==> src/hdl/gagg_pkg.sv <==
// Shared types, constants and codes of the growth aggregation step block.
package gagg_pkg;

  // Fixed field widths.
  localparam int SIZE_BITS  = 48;
  localparam int FRAC_W     = 16;
  localparam int GROWTH_W   = 16;
  localparam int COUNT_W    = 11;
  localparam int STEP_W     = 11;
  localparam int SNAP_W     = 10;
  localparam int PICK_W     = 10;
  localparam int BSEL_W     = 6;
  localparam int BINCNT_W   = 32;
  localparam int MODE_W     = 2;
  localparam int CFG_IDX_W  = 2;
  localparam int CFG_DATA_W = 48;

  // Default sizing of the storage.
  localparam int MAX_PARTICLES_DEF = 1024;
  localparam int NUM_BINS_DEF      = 64;

  // A unit particle, 1.0 in Q32.16.
  localparam logic [SIZE_BITS-1:0] SIZE_ONE = SIZE_BITS'(1) << FRAC_W;

  // Register reset values.
  localparam logic [COUNT_W-1:0]   INIT_COUNT_RST = 11'd1024;
  localparam logic [GROWTH_W-1:0]  GROWTH_RST     = 16'd0;
  localparam logic [SNAP_W-1:0]    SNAP_STEP_RST  = 10'd1;
  localparam logic [SIZE_BITS-1:0] BIN_WIDTH_RST  = 48'd65536;

  typedef enum logic [MODE_W-1:0] {
    MODE_START = 2'd0,
    MODE_MERGE = 2'd1,
    MODE_READ  = 2'd2,
    MODE_NONE  = 2'd3
  } gagg_mode_t;

  typedef enum logic [CFG_IDX_W-1:0] {
    CFG_INITIAL_COUNT = 2'd0,
    CFG_GROWTH_RATE   = 2'd1,
    CFG_SNAPSHOT_STEP = 2'd2,
    CFG_BIN_WIDTH     = 2'd3
  } gagg_cfg_idx_t;

  typedef struct packed {
    logic [MODE_W-1:0] mode;
    logic [PICK_W-1:0] first_pick;
    logic [PICK_W-1:0] second_pick;
    logic [BSEL_W-1:0] bin_select;
  } gagg_req_t;

  typedef struct packed {
    logic [SIZE_BITS-1:0] merged_size;
    logic [COUNT_W-1:0]   particles_left;
    logic                 snapshot_done;
    logic                 bad_pick;
    logic                 run_finished;
    logic [BINCNT_W-1:0]  bin_count;
  } gagg_rsp_t;

  typedef struct packed {
    logic done;
    logic hit;
  } gagg_div_status_t;

endpackage

==> src/hdl/gagg_bin_div.sv <==
// Iterative bin locator: bin = ceil(size / width) - 1, one quotient bit per cycle.
module gagg_bin_div #(
  parameter int NUM_BINS = gagg_pkg::NUM_BINS_DEF
) (
  input  logic                             clk,
  input  logic                             rst,
  input  logic                             start,
  input  logic [gagg_pkg::SIZE_BITS-1:0]   size,
  input  logic [gagg_pkg::SIZE_BITS-1:0]   width,
  output gagg_pkg::gagg_div_status_t       status,
  output logic [$clog2(NUM_BINS)-1:0]      bin
);
  import gagg_pkg::*;

  localparam int BIN_W      = $clog2(NUM_BINS);
  localparam int DV_W       = SIZE_BITS + BIN_W - 1;
  localparam int OV_W       = SIZE_BITS + BIN_W;
  localparam int STEP_CNT_W = $clog2(BIN_W + 1);

  logic                  busy;
  logic                  done;
  logic                  hit;
  logic [SIZE_BITS-1:0]  rem;
  logic [DV_W-1:0]       dvs;
  logic [STEP_CNT_W-1:0] cnt;
  logic [SIZE_BITS-1:0]  num;
  logic [SIZE_BITS-1:0]  divisor;
  logic                  overflow;
  logic                  take;
  logic [BIN_W-1:0]      q_next;

  // ceil(s/w) - 1 equals floor((s-1)/w) for nonzero s. A zero width counts as one.
  always_comb begin
    divisor  = (width == '0) ? SIZE_BITS'(1) : width;
    num      = size - SIZE_BITS'(1);
    overflow = OV_W'(num) >= {divisor, {BIN_W{1'b0}}};
    take     = DV_W'(rem) >= dvs;
    q_next   = (bin << 1) | BIN_W'(take);
  end

  always_ff @(posedge clk) begin
    if (rst) begin
      busy <= 1'b0;
      done <= 1'b0;
    end else begin
      done <= 1'b0;
      if (start) begin
        if (size == '0 || overflow) begin
          done <= 1'b1;
        end else begin
          busy <= 1'b1;
        end
      end else if (busy && cnt == '0) begin
        busy <= 1'b0;
        done <= 1'b1;
      end
    end
  end

  always_ff @(posedge clk) begin
    if (start) begin
      rem <= num;
      dvs <= DV_W'(divisor) << (BIN_W - 1);
      bin <= '0;
      cnt <= STEP_CNT_W'(BIN_W - 1);
      hit <= 1'b0;
    end else if (busy) begin
      if (take) begin
        rem <= rem - dvs[SIZE_BITS-1:0];
      end
      dvs <= dvs >> 1;
      bin <= q_next;
      cnt <= cnt - STEP_CNT_W'(1);
      if (cnt == '0) begin
        hit <= 32'(q_next) < NUM_BINS;
      end
    end
  end

  assign status.done = done;
  assign status.hit  = hit;

endmodule

==> config.mk <==
export PLATFORM = sky130hd
export DESIGN_NAME = gagg_bin_div
export DESIGN_NICKNAME = d
export VERILOG_FILES = /design/src/hdl/gagg_pkg.sv /design/src/hdl/gagg_bin_div.sv
export SDC_FILE = /design/constraint.sdc
export NUM_CORES = 1
export LEC_CHECK = 0
export CORE_MARGIN = 5
export CORE_UTILIZATION = 37
export DETAILED_ROUTE_END_ITERATION = 10
export DONT_BUFFER_PORTS = 1
export GPL_ROUTABILITY_DRIVEN = 0
export MAX_ROUTING_LAYER = met4
export PLACE_DENSITY_LB_ADDON = 0.3
export SYNTH_ARGS = -nofsm -noshare
export SYNTH_HDL_FRONTEND = slang
export SYNTH_SLANG_ARGS = --single-unit
export TNS_END_PERCENT = 5
==> constraint.sdc <==
create_clock -name clk -period 4.1 [get_ports clk]
set_input_delay 0.205 -clock clk [delete_from_list [all_inputs] [get_ports clk]]
set_output_delay 0.205 -clock clk [all_outputs]
set_load 0.05 [all_outputs]
# After elaboration in Yosys (flattened, before gate mapping)
# Index checks and enable logic that the tools add are counted.
# totals
register_bits	113
input_bits	99
out_inout_bits	8
# classes
add_sub_neg	3
order_cmp	2
eq_ne	1
mux	12
bitwise	1
reduce_logical	11
# ops
op	n
48-bit two-way mux	4
53-bit two-way mux	2
48-bit logical NOT	2
48-bit by 54-bit greater-or-equal comparator with 1-bit output	1
48-bit by 53-bit greater-or-equal comparator with 1-bit output	1
48-bit by 1-bit subtractor with 48-bit output (second input constant)	1
48-bit subtractor	1
1-bit two-way mux	6
6-bit by 1-bit OR with 6-bit output	1
2-bit AND reduction	3
2-bit nonzero test	3
3-bit logical NOT	1
3-bit by 1-bit subtractor with 3-bit output (second input constant)	1
2-bit != test (second input constant)	1
1-bit logical AND	1
1-bit logical OR	1

# Depth between registers and ports, before layout
# Gate-level depths: netlist of run 1.
# depth
word_depth	6
depth_mapped	18
ltp_nobuf	17

# Worst setup path after synthesis of run 1
# OpenSTA, ideal clock, no wires.
# synth_path
path_type	register to register
start	reg rem[22]
end	reg rem[0], enable pin
setup_ns	0.706
arrival_time_ns	3.300
required_time_ns	3.394
slack_ns	0.094
stages_incl_launch_ff	12
n_path_buf	1
synth_period_minus_slack_ns	4.006
cell_sequence	edfxtp_1 > ha_1 > clkbuf_1 > a21o_1 > a21oi_1 > o211ai_1 > a21o_1 > a31oi_1 > o211ai_1 > and2_0 > o2111ai_1 > nand3_1
# synth_via
elab_chain_cells	3
# synth_lines
element	line	rtl
start: declaration	gagg_bin_div.sv:23	logic [SIZE_BITS-1:0] rem;
start signal: assignment	gagg_bin_div.sv:62	rem <= num;
start signal: assignment	gagg_bin_div.sv:69	rem <= rem - dvs[SIZE_BITS-1:0];
48-bit by 53-bit greater-or-equal comparator with 1-bit output	gagg_bin_div.sv:37	take = DV_W'(rem) >= dvs;
2-bit nonzero test (no line)	-	
2-bit AND reduction (no line)	-	
# Every way passes these cells.
# A chain may end at the register's enable or synchronous reset.

# Worst setup path in the final report of run 1
# layout_path
start	in size[5] (netlist bit)
end	reg done
# layout_via
elab_chain_cells	5
elab_cells_between_ends	6
# layout_lines
element	line	rtl
start: declaration	gagg_bin_div.sv:8	input logic [gagg_pkg::SIZE_BITS-1:0] size,
48-bit by 1-bit subtractor with 48-bit output	gagg_bin_div.sv:35	num = size - SIZE_BITS'(1);
48-bit by 54-bit greater-or-equal comparator with 1-bit output	gagg_bin_div.sv:36	overflow = OV_W'(num) >= {divisor, {BIN_W{1'b0}}};
1-bit logical OR *	gagg_bin_div.sv:48	if (size == '0 || overflow) begin
1-bit two-way mux *	gagg_bin_div.sv:48	
1-bit two-way mux *	gagg_bin_div.sv:47	if (start) begin
end signal: assignment	gagg_bin_div.sv:46	done <= 1'b0;
end signal: assignment	gagg_bin_div.sv:49	done <= 1'b1;
end signal: assignment	gagg_bin_div.sv:55	done <= 1'b1;
end: declaration	gagg_bin_div.sv:21	logic done;
# Mark *: on every way between the ends. The rest lies on a longest branch, timed or not.

==> results of run 1 <==
-- registers in the layout (all words and copies together) (netlist names) --
signal	count
cnt	3
dvs	53
done	1
rem	48
busy	1
bin	6
hit	1
-- worst register-to-register path: cells and delay by family (launching register included) --
family,cells,cell delay (ps)
adders and majority gates,2,610
xor gates and xnor gates,1,190
and+or+nand+nor,1,200
AOI/OAI and AO/OA,7,1910
DFF,1,320
buffers and inverters,2,230
-- final cells by class --
type	instances	area (um^2)	share of cell area (%)
diodes	2	5.00	0.0467
clock buffers	21	514	4.79
clock inverters	11	91.3	0.852
inverters	111	417	3.88
multi-input cells	853	5710	53.2
flip-flops and latches	113	3220	30.1
well taps	330	413	3.85
repair buffers	40	355	3.31
-- worst min-delay path by stage --
stage                      from                 to  slack, ps
after floorplan             rst  busy$_SDFFE_PP0P_        270
after global placement      rst  busy$_SDFFE_PP0P_        280
after detailed placement    rst  busy$_SDFFE_PP0P_        280
after CTS                 start  rem[19]$_DFFE_PP_        0.1
after global routing      start  rem[33]$_DFFE_PP_          7
final                     start   rem[9]$_DFFE_PP_         10
-- power by group through the flow --
stage          Clock (mW)  Combinational [mW]  Sequential, mW
2_1_floorplan           0                1.14            1.49
3_3_place_gp            0                1.45            1.51
3_5_place_dp            0                1.46            1.52
4_1_cts              1.53                1.50            1.49
5_1_grt              1.59                1.69            1.51
6_report             1.52                1.52            1.49
-- cell families after synthesis --
| kind of cell | synth area share [%] |
|---|---|
| AOI/OAI and AO/OA | 18.3 |
| buffers and inverters | 6.08 |
| DFF | 34.0 |
| and+or+nand+nor | 19.7 |
| adders and majority gates | 12.7 |
| muxes | 1.49 |
| xor gates and xnor gates | 7.76 |
-- per-layer routing --
metal | GRT usage, % | wire (um)
met4 | 7.53 | 864
met1 | 27.3 | 13100
met5 | - | 0
met2 | 30.4 | 13000
met3 | 4.81 | 2160
-- cells in the final DEF, fill, tap and decap left out, types with 5 or more instances in the layout --
cell type / count
a211oi_1: 8
a21o_1: 37
a21oi_1: 82
a22o_1: 6
a31oi_1: 5
and2_1: 7
and3_1: 10
buf_4: 26
clkbuf_16: 20
clkinv_4: 5
dfxtp_1: 17
dlygate4sd3_1: 12
edfxtp_1: 96
ha_1: 95
inv_1: 110
mux2i_1: 13
nand2_1: 119
nand2b_1: 11
nand3_1: 16
nand4_1: 22
nor2_1: 84
nor2b_1: 8
nor3_1: 28
nor4_1: 17
o211ai_1: 6
o21a_1: 7
o21ai_0: 104
o31ai_1: 8
or3_1: 8
or4_1: 7
xnor2_1: 31
xor2_1: 53
-- through the flow --
stage	setup TNS, ps	hold slack, ps	worst slack, ps	area, um^2	utilization [%]
after floorplan	0	274	94.3	9490	-
after global routing	0	7.50	54.1	10700	42.6
after global placement	-151	278	-84.4	9970	39.6
after CTS	0	0.124	225	10700	42.6
final	0	12.9	352	10700	42.6
after detailed placement	-426	282	-237	9970	39.6
-- timing repair --
item,in CTS,in global routing
gates resized for setup,0,1
setup endpoints to repair,0,1
hold endpoints to repair,46,0
hold buffers,13,0
==> run_results.csv, run 1 <==
group,metric,value,unit
sta,finClkSkew,8.70,ps
global_routing,grt_pass1_vias,8058,
logic_synthesis,synth.distinct_cells,62,
run,max-cap-violations,0,
global_routing,grt_max_degree,55,
setup_path,rrSetupSlack,480,ps
setup_path,rr_endpoint,"rem[44]$_DFFE_PP_",
sta,clock.fmax,267,MHz
clocking,postCtsSetupBuffers,0,
sta,rsz0062_at_grt,"no",
floorplan,chipHeight,170,um
clocking,cts_buffers,17,
outcome,status,"finished, final reports clean",
logic_synthesis,synthFlopType,"edfxtp_1",
setup_path,cp-end-kind,"flop",
logic_synthesis,avgSynthCellArea,8.49,um^2
logic_synthesis,synth_seq_cells,113,
cells_and_area,nets,1331,
sta,drv_slew,0,
logic_synthesis,netlist.area_leader.share,30.4,%
detailed_routing,antenna_left,0,
pwr,switching_share,34.9,%
clocking,clk_latency,430,ps
pwr,power.share.clock,33.5,%
setup_path,startpoint,"size[5]",
global_routing,grt_first_pass_wirelength,44.8,mm
floorplan,dieWidth,170,um
pwr,max-vdd-ir-drop,0.000225,V
global_routing,grt-ovfl-total,0,
pwr,pwr-share-seq,32.9,%
setup_path,cp.required,4460,ps
clocking,htreeDepth,4,
sta,period_needed,3750,ps
logic_synthesis,synth_enable_flop_cells,96,
placement,dp_cells,1434,
setup_path,cp.depth,15,
detailed_routing,routed_wl,29.1,mm
setup_path,slowest_stage,"or4_4",
logic_synthesis,synth_most_common_cell,"nand2_1",
logic_synthesis,yosysTopAreaCell,"edfxtp_1",
detailed_routing,firstDrtPassIters,5,
cells_and_area,syn_to_final_growth,13.1,%
setup_path,critPathTopFamily,"simple AND/OR/NAND/NOR gates",
floorplan,placementRows,58,
detailed_routing,drc,0,
floorplan,initial_utilization,37.7,%
setup_path,timing.rr.start,"rem[0]$_DFFE_PP_",
placement,portBuffers,0,
logic_synthesis,netlist_top_cells_count,"120 x nand2_1, 111 x inv_1, 104 x o21ai_0",
pwr,p_int,2.95,mW
cells_and_area,drive_gt1_share,7.40,%
sta,max_slew.worst_pin.slew,1030,ps
sta,period_share,91.4,%
clocking,clock-sinks,113,
floorplan,fp.coreArea,25200,um^2
detailed_routing,wire_per_inst,19.6,um
logic_synthesis,netlist_area,9490,um^2
global_routing,gr-usage-all-layers,20.5,%
setup_path,start_kind,"input pin",
detailed_routing,drt-initial-drc-count,647,
clocking,cts_buffer_depth,2,
detailed_routing,avgViaCountPerCell,5.61,
setup_path,arrival,4100,ps
cells_and_area,fin_cells,1481,
pwr,total_power,4.53,mW
pwr,p_per_area,423,nW/um^2
floorplan,ios,107,
cells_and_area,fill_cells,2496,
setup_path,path_class,"in -> reg",
placement,dp_hpwl,21.9,mm
clocking,cts_tree,"done",
setup_path,cp_cell_sequence,"or4_4, nor3_4, nand3_2, or3_1, or3_4, buf_4, xnor2_1, ha_1, nand2_1, nor4_1, nor3b_2, o31ai_1, nand4b_1, a21oi_1, nor3_1",
setup_path,crit_fanout,5,
floorplan,dieArea,28900,um^2
sta,hold_viol,0,
setup_path,endpoint,"done$_SDFF_PP0_",
setup_path,rr_worst_depth,13,
logic_synthesis,synthTopCellsByArea,"edfxtp_1 30%, ha_1 13%, o21ai_0 5.5%",
pwr,combPwrFrac,33.5,%
pwr,switchingPower,1.58,mW
logic_synthesis,syn_inst,1117,
logic_synthesis,async_flop_share,0,%
min_path,hp-class,"in -> reg",
setup_path,max_stage_delay,550,ps
global_routing,antenna_found_initial,2,
logic_synthesis,ys_seq_area_share,34.0,%
sta,slew_headroom,31.4,%
detailed_routing,vias,8305,
logic_synthesis,synth_nets,1312,
clocking,root_buffer,"clkbuf_16",
setup_path,path_buf_inv,1,
sta,setup_viol,0,
clocking,clk_pin_slew_worst_paths,60,ps
pwr,leakage,4.51,nW
min_path,holdPathStages,1,
logic_synthesis,yosysWarningCount,0,
No activity file was read; power rests on OpenSTA's default activity.
==> run 2, diff against run 1 <==
- CORE_MARGIN: 5 -> not set
==> run_results.csv, run 2 (synthesis results as in run 1) <==
group,metric,value,unit
min_path,min_to,"dvs[49]$_DFFE_PP_",
cells_and_area,drive_gt1_share,6.85,%
detailed_routing,wire_per_inst,19.4,um
min_path,holdPathStages,1,
sta,final.setup.tns,0,ps
pwr,p_int,2.99,mW
sta,rsz0062_at_grt,"no",
clocking,htreeDepth,4,
pwr,max-vdd-ir-drop,0.000254,V
global_routing,grt_pass1_vias,7910,
pwr,p_per_area,426,nW/um^2
floorplan,initial_utilization,37.7,%
outcome,status,"finished, final reports clean",
cells_and_area,nets,1321,
placement,dp_slack,-5.76,ps
detailed_routing,drc,0,
sta,finClkSkew,12.6,ps
detailed_routing,avgViaCountPerCell,5.61,
detailed_routing,routed_wl,28.5,mm
clocking,cts_buffers,17,
floorplan,placementRows,58,
sta,drv_slew,0,
clocking,clk_latency,420,ps
cells_and_area,reg_top3,"dvs (53), rem (48), bin (6)",
cells_and_area,largest-register,"dvs",
global_routing,antenna_found_initial,1,
sta,layout_setup_ws,401,ps
pwr,total_power,4.52,mW
clocking,clock-sinks,113,
cells_and_area,syn_to_final_growth,11.8,%
cells_and_area,mostFrequentLayoutCell,"nand2_1",
cells_and_area,final_cell_mix,"119 x nand2_1, 110 x inv_1, 104 x o21ai_0, 96 x edfxtp_1, 95 x ha_1",
floorplan,dieArea,26300,um^2
setup_path,arrival,4050,ps
setup_path,rr_endpoint,"rem[25]$_DFFE_PP_",
cells_and_area,fin_cells,1470,
pwr,power.share.clock,33.6,%
clocking,cts_resized,0,
clocking,cts_buffer_depth,2,
pwr,switching_share,34.0,%
setup_path,rr_worst_depth,11,
clocking,clk_pin_slew_worst_paths,60,ps
cells_and_area,final_area,10600,um^2
setup_path,path_class,"in -> reg",
setup_path,crit_fanout,3,
clocking,root_buffer,"clkbuf_16",
global_routing,grt_first_pass_wirelength,44.3,mm
placement,place_area,9930,um^2
placement,dp_cells,1430,
setup_path,timing.rr.start,"dvs[14]$_DFFE_PP_",
setup_path,cp.required,4450,ps
setup_path,start_kind,"input pin",
sta,period_share,90.2,%
sta,period_needed,3700,ps
setup_path,rrSetupSlack,460,ps
sta,clock.fmax,270,MHz
sta,hold_viol,0,
sta,max_slew.worst_pin.slew,890,ps
floorplan,fp.coreArea,25200,um^2
detailed_routing,drt-initial-drc-count,730,
placement,portBuffers,0,
min_path,hp-class,"in -> reg",
global_routing,gr-usage-all-layers,22.8,%
floorplan,dieWidth,162,um
setup_path,cp-end-kind,"flop",
placement,dp_hpwl,21.7,mm
setup_path,startpoint,"size[5]",
clocking,cts_tree,"done",
run,max-cap-violations,0,
detailed_routing,vias,8240,
cells_and_area,fill_cells,2539,
pwr,switchingPower,1.54,mW
detailed_routing,antenna_left,0,
cells_and_area,largest_reg_flops,53,
floorplan,chipHeight,162,um
pwr,leakage,4.48,nW
sta,slew_headroom,40.1,%
pwr,pwr-share-seq,33.0,%
floorplan,ios,107,
global_routing,grt_max_degree,59,
pwr,combPwrFrac,33.4,%
sta,setup_viol,0,
detailed_routing,firstDrtPassIters,5,
global_routing,grt-ovfl-total,0,
min_path,worstHoldStart,"width[44]",
==> run 2: cell types whose count changed in the layout (fill, tap and decap cells not counted), moves of 3 or more <==
cell / change
clkbuf_8: +3
clkinvlp_4: -3
dlygate4sd3_1: -6
clkinv_4: -4
buf_4: -3
==> run 2: area by class of cell <==
cell class	instances	area (um^2)	share of cell area, %
multi-input combinational	853	5700	53.7
timing repair buffer	30	253	2.38
inverter	111	417	3.93
tap	330	413	3.89
clock inverter	6	36.3	0.342
clock buffer	26	563	5.31
sequential	113	3220	30.4
antenna	1	2.50	0.0236
==> run 2: layer usage <==
layer	wire [um]	up-vias	part of all wire (%)	global-route usage, %
li1	-	4017	-	-
met1	12600	3896	44	29.6
met4	748	0	2.6	8.49
met5	0	-	0	-
met2	12800	291	45	34.2
met3	2340	36	8.2	5.49
==> run 2: power groups by stage <==
stage | registers, mW | clock network (mW) | logic (mW)
global route | 1.51 | 1.58 | 1.67
CTS | 1.49 | 1.53 | 1.49
floorplan | 1.49 | 0 | 1.14
global placement | 1.51 | 0 | 1.45
finish | 1.49 | 1.52 | 1.51
detailed placement | 1.51 | 0 | 1.46
==> run 2: how the worst max path moves through the flow <==
stage                        end  slack [ps]  cells after the start
2_1_floorplan   rem[0]$_DFFE_PP_          90                     11
4_1_cts        busy$_SDFFE_PP0P_         420                     15
3_5_place_dp   busy$_SDFFE_PP0P_          -6                     15
3_3_place_gp   busy$_SDFFE_PP0P_         -40                     15
5_1_grt        busy$_SDFFE_PP0P_         110                     15
6_report       busy$_SDFFE_PP0P_         400                     15
==> run 2: stage by stage <==
stage / hold slack [ps] / utilization [%]
detailed placement: 278 / 39.4
global placement: 278 / 39.4
finish: 14.3 / 42.1
CTS: 0.222 / 42.1
global route: 3.79 / 42.1
floorplan: 274 / -
==> run 2: worst max-delay path: stages <==
cell and delay, ps:
or4_4 550, nor3_4 210, buf_4 170, nand3_2 80, or3_1 380, xnor2_1 220
ha_1 300, a211oi_1 340, o21ai_0 260, a211oi_1 390, a21oi_1 160, o31ai_1 330
nand4b_1 160, a21o_1 180, a21oi_1 100
==> run 2: timing repair <==
| action | 4_1_cts | 5_1_grt |
|---|---|---|
| hold endpoints to repair | 35 | 0 |
| buffers inserted | 0 | 0 |
| setup endpoints to repair | 0 | 0 |
| hold buffers | 7 | 0 |
